## src/pkec_pkg.sv

```systemverilog
// Package for the power key event classifier: types, codes and reset values.
package pkec_pkg;

    // Stamp width; all time differences wrap modulo 2^TIME_W
    localparam int TIME_W   = 32;
    localparam int MS_W     = 16;
    localparam int CFG_IDX_W = 3;

    typedef logic [TIME_W-1:0] stamp_t;
    typedef logic [MS_W-1:0]   ms_t;

    typedef enum logic [1:0] {
        PH_IDLE    = 2'd0,
        PH_PRESSED = 2'd1,
        PH_LONG    = 2'd2,
        PH_HOLD    = 2'd3
    } phase_t;

    typedef enum logic [1:0] {
        EV_NONE  = 2'd0,
        EV_SHORT = 2'd1,
        EV_LONG  = 2'd2,
        EV_HOLD  = 2'd3
    } event_t;

    // Register indexes on the config port
    typedef enum logic [CFG_IDX_W-1:0] {
        REG_SOURCE_MODE   = 3'd0,
        REG_LONG_PRESS    = 3'd1,
        REG_HOLD_REPEAT   = 3'd2,
        REG_SHORT_TIMEOUT = 3'd3,
        REG_LONG_TIMEOUT  = 3'd4
    } cfg_reg_t;

    // Flag-mode code for a short click alone
    localparam logic [1:0] FLAG_SHORT = 2'b10;
    localparam logic [1:0] FLAG_NONE  = 2'b00;

    localparam ms_t LONG_PRESS_RST    = 16'd1500;
    localparam ms_t HOLD_REPEAT_RST   = 16'd500;
    localparam ms_t SHORT_TIMEOUT_RST = 16'd2000;
    localparam ms_t LONG_TIMEOUT_RST  = 16'd10000;

    typedef struct packed {
        logic source_mode;
        ms_t  long_press_ms;
        ms_t  hold_repeat_ms;
        ms_t  short_timeout_ms;
        ms_t  long_timeout_ms;
    } cfg_t;

endpackage

```

## src/pkec_cfg.sv

```systemverilog
// Configuration register file of the power key event classifier.
module pkec_cfg (
    input  logic                             clk,
    input  logic                             rst_n,
    input  logic                             cfg_valid,
    input  logic [pkec_pkg::CFG_IDX_W-1:0]   cfg_index,
    input  logic [pkec_pkg::MS_W-1:0]        cfg_data,
    output pkec_pkg::cfg_t                   cfg
);
    import pkec_pkg::*;

    cfg_t cfg_reg;
    cfg_t cfg_next;

    // Decode one register write; unknown indexes are dropped
    always_comb
    begin
        cfg_next = cfg_reg;
        if (cfg_valid)
        begin
            case (cfg_index)
                REG_SOURCE_MODE:   cfg_next.source_mode      = cfg_data[0];
                REG_LONG_PRESS:    cfg_next.long_press_ms    = cfg_data;
                REG_HOLD_REPEAT:   cfg_next.hold_repeat_ms   = cfg_data;
                REG_SHORT_TIMEOUT: cfg_next.short_timeout_ms = cfg_data;
                REG_LONG_TIMEOUT:  cfg_next.long_timeout_ms  = cfg_data;
                default:           cfg_next = cfg_reg;
            endcase
        end
    end

    always_ff @(posedge clk or negedge rst_n)
    begin
        if (!rst_n)
        begin
            cfg_reg.source_mode      <= 1'b0;
            cfg_reg.long_press_ms    <= LONG_PRESS_RST;
            cfg_reg.hold_repeat_ms   <= HOLD_REPEAT_RST;
            cfg_reg.short_timeout_ms <= SHORT_TIMEOUT_RST;
            cfg_reg.long_timeout_ms  <= LONG_TIMEOUT_RST;
        end
        else
        begin
            cfg_reg <= cfg_next;
        end
    end

    assign cfg = cfg_reg;

endmodule

```

## src/pkec_core.sv

```systemverilog
// Press state machine: one key word classified per enabled cycle.
module pkec_core (
    input  logic                   clk,
    input  logic                   rst_n,
    input  logic                   step_en,
    input  pkec_pkg::cfg_t         cfg,
    input  logic [31:0]            now_stamp,
    input  logic                   key_level,
    input  logic [1:0]             pek_flags,
    output pkec_pkg::event_t       event_code,
    output logic                   key_down,
    output logic [31:0]            held_ms
);
    import pkec_pkg::*;

    phase_t phase_reg;
    phase_t phase_next;
    logic   down_reg;
    logic   down_next;
    stamp_t press_reg;
    stamp_t press_next;
    stamp_t last_reg;
    stamp_t last_next;

    stamp_t now;
    stamp_t dur;
    stamp_t since;
    event_t ev;

    assign now   = TIME_W'(now_stamp);
    // dur sees this word's press stamp; since the stored event stamp
    assign dur   = now - press_next;
    assign since = now - last_reg;

    // Next state and event for the current word
    always_comb
    begin
        phase_next = phase_reg;
        down_next  = down_reg;
        press_next = press_reg;
        last_next  = last_reg;
        ev         = EV_NONE;

        if (!cfg.source_mode)
        begin
            // Level mode: rising edge starts a press
            down_next = key_level;
            if (key_level && !down_reg)
            begin
                press_next = now;
                phase_next = PH_PRESSED;
            end
            if (key_level)
            begin
                if (phase_next == PH_PRESSED)
                begin
                    if (dur >= TIME_W'(cfg.long_press_ms))
                    begin
                        phase_next = PH_LONG;
                        last_next  = now;
                        ev         = EV_LONG;
                    end
                end
                else if (since >= TIME_W'(cfg.hold_repeat_ms))
                begin
                    // idle-while-down counts as past long press
                    phase_next = PH_HOLD;
                    last_next  = now;
                    ev         = EV_HOLD;
                end
            end
            else
            begin
                if (phase_next == PH_PRESSED)
                    ev = EV_SHORT;
                phase_next = PH_IDLE;
            end
        end
        else
        begin
            // Flag mode: any flag restarts the press
            if (pek_flags != FLAG_NONE)
            begin
                down_next  = 1'b1;
                press_next = now;
                if (pek_flags == FLAG_SHORT)
                    phase_next = PH_PRESSED;
                else
                begin
                    phase_next = PH_LONG;
                    last_next  = now;
                    ev         = EV_LONG;
                end
            end
            if (ev == EV_NONE && down_next)
            begin
                if (phase_next == PH_PRESSED)
                begin
                    if (dur >= TIME_W'(cfg.long_press_ms))
                    begin
                        phase_next = PH_LONG;
                        last_next  = now;
                        ev         = EV_LONG;
                    end
                    else if (dur >= TIME_W'(cfg.short_timeout_ms))
                    begin
                        down_next  = 1'b0;
                        phase_next = PH_IDLE;
                        ev         = EV_SHORT;
                    end
                end
                else
                begin
                    if (since >= TIME_W'(cfg.hold_repeat_ms))
                    begin
                        phase_next = PH_HOLD;
                        last_next  = now;
                        ev         = EV_HOLD;
                    end
                    else if (dur >= TIME_W'(cfg.long_timeout_ms))
                    begin
                        // missed release: drop the key silently
                        down_next  = 1'b0;
                        phase_next = PH_IDLE;
                    end
                end
            end
        end
    end

    // State registers
    always_ff @(posedge clk or negedge rst_n)
    begin
        if (!rst_n)
        begin
            phase_reg <= PH_IDLE;
            down_reg  <= 1'b0;
            press_reg <= '0;
            last_reg  <= '0;
        end
        else if (step_en)
        begin
            phase_reg <= phase_next;
            down_reg  <= down_next;
            press_reg <= press_next;
            last_reg  <= last_next;
        end
    end

    assign event_code = ev;
    assign key_down   = down_next;
    assign held_ms    = down_next ? 32'(dur) : 32'd0;

    // A short press always leaves the key up
    a_short_releases: assert property (@(posedge clk) disable iff (!rst_n)
        step_en && ev == EV_SHORT |=> !down_reg)
        else $error("short press left key down");

    // Long and hold events restamp the event time and keep the key down
    a_event_stamp: assert property (@(posedge clk) disable iff (!rst_n)
        step_en && (ev == EV_LONG || ev == EV_HOLD)
        |=> down_reg && last_reg == $past(now))
        else $error("event stamp not updated");

    // Nothing moves in the state unless a word is processed
    a_state_hold: assert property (@(posedge clk) disable iff (!rst_n)
        !step_en |=> $stable(phase_reg) && $stable(down_reg) && $stable(press_reg))
        else $error("state changed without a word");

endmodule

```

## src/power_key_event_classifier_unit.sv

```systemverilog
// Top level of the power key event classifier: input and result registers.
//
// Takes one key word per clock unless stalled; one result word per key word, in order.
// A word passes through the input register and then the result register; the
// press state is updated from its own registers with no extra register in its loop, so a new
// word may be accepted every cycle while the result register is drained. The
// configuration port accepts a write every cycle and should only be used while no
// words are in flight.
module power_key_event_classifier_unit (
    input  logic                             clk,
    input  logic                             rst_n,
    input  logic                             cfg_valid,
    output logic                             cfg_ready,
    input  logic [pkec_pkg::CFG_IDX_W-1:0]   cfg_index,
    input  logic [pkec_pkg::MS_W-1:0]        cfg_data,
    input  logic                             in_valid,
    output logic                             in_ready,
    input  logic [31:0]                      now_stamp,
    input  logic                             key_level,
    input  logic [1:0]                       pek_flags,
    output logic                             out_valid,
    input  logic                             out_ready,
    output logic [1:0]                       event_code,
    output logic                             key_down,
    output logic [31:0]                      held_ms
);
    import pkec_pkg::*;

    cfg_t   cfg;

    logic        s1_valid_reg;
    logic [31:0] s1_now_reg;
    logic        s1_level_reg;
    logic [1:0]  s1_flags_reg;

    logic        out_valid_reg;
    event_t      out_event_reg;
    logic        out_down_reg;
    logic [31:0] out_held_reg;

    logic        s1_advance;
    logic        step_en;
    event_t      core_event;
    logic        core_down;
    logic [31:0] core_held;

    assign cfg_ready = 1'b1;

    pkec_cfg u_cfg (
        .clk       (clk),
        .rst_n     (rst_n),
        .cfg_valid (cfg_valid),
        .cfg_index (cfg_index),
        .cfg_data  (cfg_data),
        .cfg       (cfg)
    );

    // Handshake: the input register moves on when the result register is empty or being read
    assign s1_advance = !out_valid_reg || out_ready;
    assign step_en    = s1_valid_reg && s1_advance;
    assign in_ready   = !s1_valid_reg || s1_advance;

    // Input register
    always_ff @(posedge clk or negedge rst_n)
    begin
        if (!rst_n)
            s1_valid_reg <= 1'b0;
        else if (in_ready)
            s1_valid_reg <= in_valid;
    end

    always_ff @(posedge clk)
    begin
        if (in_valid && in_ready)
        begin
            s1_now_reg   <= now_stamp;
            s1_level_reg <= key_level;
            s1_flags_reg <= pek_flags;
        end
    end

    pkec_core u_core (
        .clk        (clk),
        .rst_n      (rst_n),
        .step_en    (step_en),
        .cfg        (cfg),
        .now_stamp  (s1_now_reg),
        .key_level  (s1_level_reg),
        .pek_flags  (s1_flags_reg),
        .event_code (core_event),
        .key_down   (core_down),
        .held_ms    (core_held)
    );

    // Result register
    always_ff @(posedge clk or negedge rst_n)
    begin
        if (!rst_n)
            out_valid_reg <= 1'b0;
        else if (s1_advance)
            out_valid_reg <= s1_valid_reg;
    end

    always_ff @(posedge clk)
    begin
        if (step_en)
        begin
            out_event_reg <= core_event;
            out_down_reg  <= core_down;
            out_held_reg  <= core_held;
        end
    end

    assign out_valid  = out_valid_reg;
    assign event_code = out_event_reg;
    assign key_down   = out_down_reg;
    assign held_ms    = out_held_reg;

    // A released key reports no held time
    a_held_zero: assert property (@(posedge clk) disable iff (!rst_n)
        out_valid_reg && !out_down_reg |-> out_held_reg == 32'd0)
        else $error("held time nonzero with key up");

    // An empty input register never blocks the input
    a_ready_empty: assert property (@(posedge clk) disable iff (!rst_n)
        !s1_valid_reg |-> in_ready)
        else $error("input stalled while empty");

    // A processed word always lands in the result register
    a_word_lands: assert property (@(posedge clk) disable iff (!rst_n)
        step_en |=> out_valid_reg)
        else $error("processed word lost");

endmodule

```

## config.mk

```make
export PLATFORM = sky130hd
export DESIGN_NAME = power_key_event_classifier_unit
export DESIGN_NICKNAME = d
export VERILOG_FILES = /design/src/pkec_pkg.sv /design/src/pkec_cfg.sv /design/src/pkec_core.sv /design/src/power_key_event_classifier_unit.sv
export SDC_FILE = /design/constraint.sdc
export NUM_CORES = 1
export LEC_CHECK = 0
export ABC_CLOCK_PERIOD_IN_PS = 8400
export BUFFER_PORTS_ARGS = -buffer_cell sky130_fd_sc_hd__buf_4
export CORE_MARGIN = 2
export CORE_UTILIZATION = 60
export CTS_BUF_LIST = sky130_fd_sc_hd__clkbuf_16
export DETAILED_ROUTE_END_ITERATION = 7
export PLACE_DENSITY_LB_ADDON = 0.3
export SYNTH_ARGS = -nofsm -noshare
export SYNTH_HDL_FRONTEND = slang
export SYNTH_SLANG_ARGS = --single-unit
```

## constraint.sdc

```tcl
create_clock -name clk -period 8.4 [get_ports clk]
set_clock_uncertainty 0.15 [all_clocks]
set_input_delay 0.42 -clock clk [delete_from_list [all_inputs] [get_ports clk]]
set_output_delay 0.42 -clock clk [all_outputs]
set_load 0.05 [all_outputs]
```

---- Word-level counts from Yosys, hierarchy flattened ----
Cells that the tools add are included.
storage, ports and cells
  word-level logic and storage cells ...... 104
  input port bits ......................... 59
  output and inout port bits .............. 38
  register bits ........................... 204
cells by class
  magnitude comparators ................... 4
  mux-type cells .......................... 53
  add/subtract/negate cells ............... 2
  reduce and logical (&&, ||, !) cells .... 20
  eq/ne operators ......................... 8
operators with widths
  kind                                                                    number
  32-bit 2-to-1 mux                                                       14
  32-bit by 16-bit greater-or-equal comparator with 1-bit output          4
  32-bit subtractor                                                       2
  2-bit 2-to-1 mux                                                        29
  1-bit 2-to-1 mux                                                        10
  2-bit AND reduction                                                     5
  3-bit by 2-bit equality test with 1-bit output (second input constant)  2
  2-bit by 1-bit equality test with 1-bit output (second input constant)  2
  1-bit logical AND                                                       4
  4-bit AND reduction                                                     1
  2-bit nonzero test                                                      2
  3-bit by 1-bit equality test with 1-bit output (second input constant)  1
  3-bit equality test (second input constant)                             1
  1-bit zero test                                                         3
  3-bit zero test                                                         1
  3-bit != test (second input constant)                                   1
  3-bit nonzero test                                                      1
  2-bit equality test (second input constant)                             1
  2-bit zero test                                                         1
  1-bit logical OR                                                        2

---- Logic depth before layout (Yosys ltp) ----
  word-level depth ........................ 11
  depth in mapped cells ................... 31
  mapped depth without buffers ............ 27

---- Hierarchy ----
From an unflattened synthesis, not the netlist that was laid out.
unflattened totals
  cell total of the unflattened synthesis .. 1483
  area total of the unflattened synthesis .. 14629.0 um^2
by module, submodules not included
  module                           area an instance (um^2)  sequential area each (um^2)  times used  cells an instance
  pkec_core                        9749.4                   1676.6                       1           1261
  pkec_cfg                         2662.6                   1656.6                       1           142
  power_key_event_classifier_unit  2217.1                   2152.1                       1           80

---- Least setup slack after synthesis ----
No wires, ideal clock.
  kind .................................... register to register
  from .................................... register s1_flags_reg[0]
  to ...................................... register out_held_reg[10] (netlist: held_ms[10]) (data pin)
  setup slack ............................. 2.223 ns
  data arrival time ....................... 5.772 ns
  setup time .............................. 0.255 ns
  cell stages (with the launch flop) ...... 29
  cell sequence ........................... edfxtp_1 > clkbuf_1 > o21a_1 > buf_2 > nor2_1 > buf_2 > buf_1 > nand2_1 > o21ai_0 > ha_1 > inv_1 > ha_1 > o311a_1 > o22ai_1 > a21oi_1 > or3_1 > buf_2 > xor2_1 > ha_1 > a21o_1 > a21oi_1 > o21ai_0 > nor4_1 > nand3_1 > nor3_1 > o31a_2 > inv_2 > buf_2 > and2_1
between the ends
  word-level cells in the longest chain between the ends .. 10
  elaborated cells on any way between the ends .. 26
ends and longest elaborated chain
  element                                                                            line                                    text
  start: declaration                                                                 power_key_event_classifier_unit.sv:34   logic [1:0] s1_flags_reg;
  start signal: assignment                                                           power_key_event_classifier_unit.sv:78   s1_flags_reg <= pek_flags;
  2-bit nonzero test (*)                                                             pkec_core.sv:82                         if (pek_flags != FLAG_NONE)
  32-bit 2-to-1 mux (*)                                                              pkec_core.sv:82
  32-bit 2-to-1 mux (*)                                                              pkec_core.sv:44                         if (!cfg.source_mode)
  net u_core.press_next[0]                                                           pkec_core.sv:21                         stamp_t press_next;
  32-bit subtractor (*)                                                              pkec_core.sv:32                         assign dur = now - press_next;
  net u_core.dur[14]                                                                 pkec_core.sv:26                         stamp_t dur;
  32-bit by 16-bit greater-or-equal comparator with 1-bit output (on tied branches)  pkec_core.sv:120, pkec_core.sv:105
  1-bit 2-to-1 mux (on tied branches)                                                pkec_core.sv:120, pkec_core.sv:105
  1-bit 2-to-1 mux (on tied branches)                                                pkec_core.sv:114, pkec_core.sv:99
  1-bit 2-to-1 mux (*)                                                               pkec_core.sv:97                         if (phase_next == PH_PRESSED)
  1-bit 2-to-1 mux (*)                                                               pkec_core.sv:95                         if (ev == EV_NONE && down_next)
  1-bit 2-to-1 mux (*)                                                               pkec_core.sv:44
  net core_down                                                                      power_key_event_classifier_unit.sv:44   logic core_down;
  end signal: assignment                                                             power_key_event_classifier_unit.sv:110  out_held_reg <= core_held;
  end: declaration                                                                   power_key_event_classifier_unit.sv:39   logic [31:0] out_held_reg;
The timed path passes the listed nets; every way through them passes the cells marked *. The select of a mux whose other input is x is not followed.
A chain may end at the register's enable or synchronous reset.

---- Worst setup path in the final report ----
  from .................................... register u_cfg.cfg_reg, in the netlist u_cfg.cfg[64]
  to ...................................... register u_core.last_reg[3]
between the ends
  word-level cells in the longest chain between the ends .. 7
  elaborated cells on any way between the ends .. 11
ends and longest elaborated chain
  element                                                             line                              text
  start: declaration                                                  pkec_cfg.sv:12                    cfg_t cfg_reg;
  start signal: assignment                                            pkec_cfg.sv:44                    cfg_reg <= cfg_next;
  32-bit 2-to-1 mux (*)                                               pkec_core.sv:44
  32-bit subtractor (*)                                               pkec_core.sv:32
  net u_core.dur[13]                                                  pkec_core.sv:26
  32-bit by 16-bit greater-or-equal comparator with 1-bit output (*)  pkec_core.sv:57, pkec_core.sv:99
  32-bit 2-to-1 mux                                                   pkec_core.sv:99                   if (dur >= TIME_W'(cfg.long_press_ms))
  32-bit 2-to-1 mux                                                   pkec_core.sv:97
  32-bit 2-to-1 mux                                                   pkec_core.sv:95
  32-bit 2-to-1 mux                                                   pkec_core.sv:44
  end signal: assignment                                              pkec_core.sv:146                  last_reg <= last_next;
  end: declaration                                                    pkec_core.sv:22                   stamp_t last_reg;
The timed path passes the listed nets; every way through them passes the cells marked *.

==> summary.md <==
| Metric | Value |
|---|---|
| Outcome | `finished clean` |
| Leakage | `6.89 nW` |
| Minimum clock period | `7160 ps` |
| # nets final | `1689` |
| Syn Inst Count | `1396` |
| Slew headroom | `0.251` |
| Critical-path cell list | `or3b_1 -> nand2_1 -> mux2i_1 -> ha_1 -> or4b_1 -> o221ai_1 -> a21oi_1 -> o22ai_1 -> a41oi_1 -> xnor2_1 -> ha_1 -> o2111ai_1 -> o21ai_0 -> nor4_1 -> nand3_1 -> o21ai_2 -> a31oi_4 -> buf_4 -> mux2_4` |
| Final worst setup slack | `1240 ps` |
| GRT Residual Overflow | `0` |
| All-Layer GR Usage | `0.301` |
| RSZ-0062 raised after global routing | `no` |
| Row cnt | `54` |
| Antenna cell count | `0` |
| Detail Placement HPWL | `26100 µm` |
| Flop-to-flop setup slack | `1240 ps` |
| Pwr dens | `346 nW/µm²` |
| Post-synth EDFFs | `70` |
| Worst-Margin Slew | `1120 ps` |
| Largest net degree at the start of global routing | `81` |
| CP arrival | `7420 ps` |
| # port buffers | `95` |
| Worst setup endpoint | `u_core.last_reg[3]` |
| Family with the most delay on the worst path | `simple AND/OR/NAND/NOR gates` |
| FF-to-FF path depth | `19` |
| R2R Path End | `u_core.last_reg[3]` |
| Clk root buf | `clkbuf_16` |
| Reg2reg start | `u_cfg.cfg[64]` |
| CTS tree | `yes` |
| Critical path class | `flop to flop` |
| Seq/Total Area, Yosys | `0.408` |
| Max Freq | `140 MHz` |
| Cell total after placement | `1725` |
| Avg WL per Cell | `19.4 µm` |
| CP max stage delay | `610 ps` |
| CTS Buf Count | `23` |
| Top-count cell post-synth | `nand2_1` |
| Total negative slack | `0 ps` |
| CTS clk-pin slew, worst paths | `60 ps` |
| Antenna violations before repair | `0` |
| I/O pins | `97` |
| Post-route clock period utilization | `0.853` |
| Average size of a mapped cell | `9.64 µm²` |
| Clk buf depth | `3` |
| Buffers & Inverters on Critical Path | `1` |
| Final Hold Viols | `0` |
| Critical path depth | `19` |
| Top cells by count, synth | `157 x nand2_1, 125 x o21ai_0, 120 x ha_1, 119 x inv_1, 110 x dfrtp_1` |
| Pre-CTS setup slack | `1310 ps` |
| Layout cell share with drive strength beyond 1 | `0.151` |
| Drt pass-1 iters | `5` |
| Most frequent CP cell | `ha_1` |
| Initial cell density of the core | `0.615` |
| Worst-Skew Late Latency | `530 ps` |
| H-tree depth | `1` |
| Routed WL | `35100 µm` |
| DR vias | `10.9k` |
| Core box area | `21900 µm²` |
| Area grow syn2layout | `14.7%` |
| Worst setup EP type | `flop` |
| Yosys reg bits | `204` |
| Routability cong. | `1.00` |
| Top FF cell, synth | `dfrtp_1` |
| Top cell type's share of synthesized area | `0.205` |
| Setup violators final | `0` |
| Mapped Area | `13500 µm²` |
| Clock Sinks | `204` |
| Hold Crit Class | `primary input to flop` |
| Max Slew Vio Count | `0` |
| Yosys top cell by area | `dfrtp_1` |
| Post-DRT Antenna Nets | `0` |
| Post-Layout Cell Count | `1806` |
| Worst Setup Start Kind | `flop` |
| Maximum VDD drop | `0.215 mV` |
| Crit Path Max Fanout | `17` |
| Max FFs per register | `65` |
| Die height | `154 µm` |
| Die area | `23600 µm²` |
| Max_cap viols | `0` |
| Syn Nets | `1576` |
| First-pass GRT wire length | `57600 µm` |
| Die X-Extent | `154 µm` |
| Critical path launch point | `u_cfg.cfg[64]` |
| DRC | `0` |
| Slowest cell on crit path | `or3b_1` |
| Vias in the first global route | `10.9k` |
| WP data required | `8650 ps` |
| Setup Fix Bufs, Post-CTS | `0` |
| Yosys Warn Count | `0` |
| Async set-reset flop share out of synthesis | `0.657` |
| Vias/cell | `6.05` |
| Design Power | `5.34 mW` |
| Top post-synthesis cells by area | `dfrtp_1 20%, edfxtp_1 16%, ha_1 11%` |
| DR iter-0 viols | `677` |
| Post-synth cell types | `89` |
==> worst min-delay path: cells and delay by family <==
family                 cells  cell delay, ps
AO/OA/AOI/OAI              1              60
buffers and inverters      1             130
AND/OR/NAND/NOR            1              50
==> layer usage <==
metal / GRT usage / share of wire / vias up
li1: - / - / 5239
met1: 0.435 / 0.46 / 5270
met2: 0.493 / 0.47 / 369
met3: 0.0347 / 0.054 / 51
met4: 0.0664 / 0.022 / 0
met5: 0 / 0 / -
==> placed cells by master, fill, tap and decap left out, drive strengths merged, types with 10 or more instances in the layout <==
cell	count
nand2	157
o21ai	131
inv	126
ha	120
dfrtp	110
buf	102
a21oi	78
edfxtp	70
nor2	63
mux2	54
dlygate4sd3	39
xor2	32
a21o	31
xnor2	30
mux2i	27
nor3	26
dfstp	24
nand3	23
clkbuf	23
and2	22
nand2b	21
nand4	18
a31oi	17
o21a	16
o21bai	12
clkinv	11
nor2b	10
==> power by group <==
group / leakage (nW) / total [mW] / switching [mW] / internal (mW)
combinational: 4.28 / 2.92 / 1.76 / 1.16
sequential: 2.26 / 1.49 / 0.149 / 1.34
clock: 0.356 / 0.933 / 0.404 / 0.529
total: 6.89 / 5.34 / 2.31 / 3.03
==> stage by stage <==
stage	instance area (µm²)	hold WS, ps	utilization
floorplan	13500	-25.6	-
global placement	14400	313	0.656
detailed placement	14400	320	0.656
CTS	15400	1.72	0.705
global route	15400	16.4	0.705
finish	15400	18.5	0.705
==> layout make-up <==
cell class / instances / area (µm²)
multi-input combinational: 1019 / 7290
fill: 1663 / 6450
sequential: 204 / 5490
timing repair buffer: 141 / 1160
clock buffer: 23 / 576
inverter: 120 / 450
tap: 280 / 350
clock inverter: 19 / 120
==> worst min path at each step <==
stage | start | end | slack [ps] | cells past startpoint
global route | cfg_data[5] | u_cfg.cfg[37] | 20 | 3
CTS | cfg_data[9] | u_cfg.cfg[41] | 2 | 3
floorplan | rst_n | out_valid | -30 | 0
finish | cfg_data[9] | u_cfg.cfg[41] | 20 | 3
global placement | u_core.press_reg[21] | u_core.press_reg[21] | 310 | 2
detailed placement | u_core.press_reg[0] | u_core.press_reg[0] | 320 | 2
==> logic make-up (layout without fill, tap and decap cells) <==
logic type / after synthesis / count (layout) / share of synthesized area
and+or+nand+nor: 375 / 375 / 0.135
xor gates and xnor gates: 62 / 62 / 0.0403
AOI/OAI and AO/OA: 377 / 377 / 0.178
DFF: 204 / 204 / 0.408
adders and majority gates: 123 / 123 / 0.115
muxes: 81 / 81 / 0.0728
buffers and inverters: 173 / 303 / 0.0512
other: 1 / 1 / 0.000279
==> what timing repair did <==
action / CTS / global route
gates resized for setup: 0 / 0
hold buffers: 39 / 0
hold endpoints to repair: 114 / 0
(Power assumes the default switching activity.)
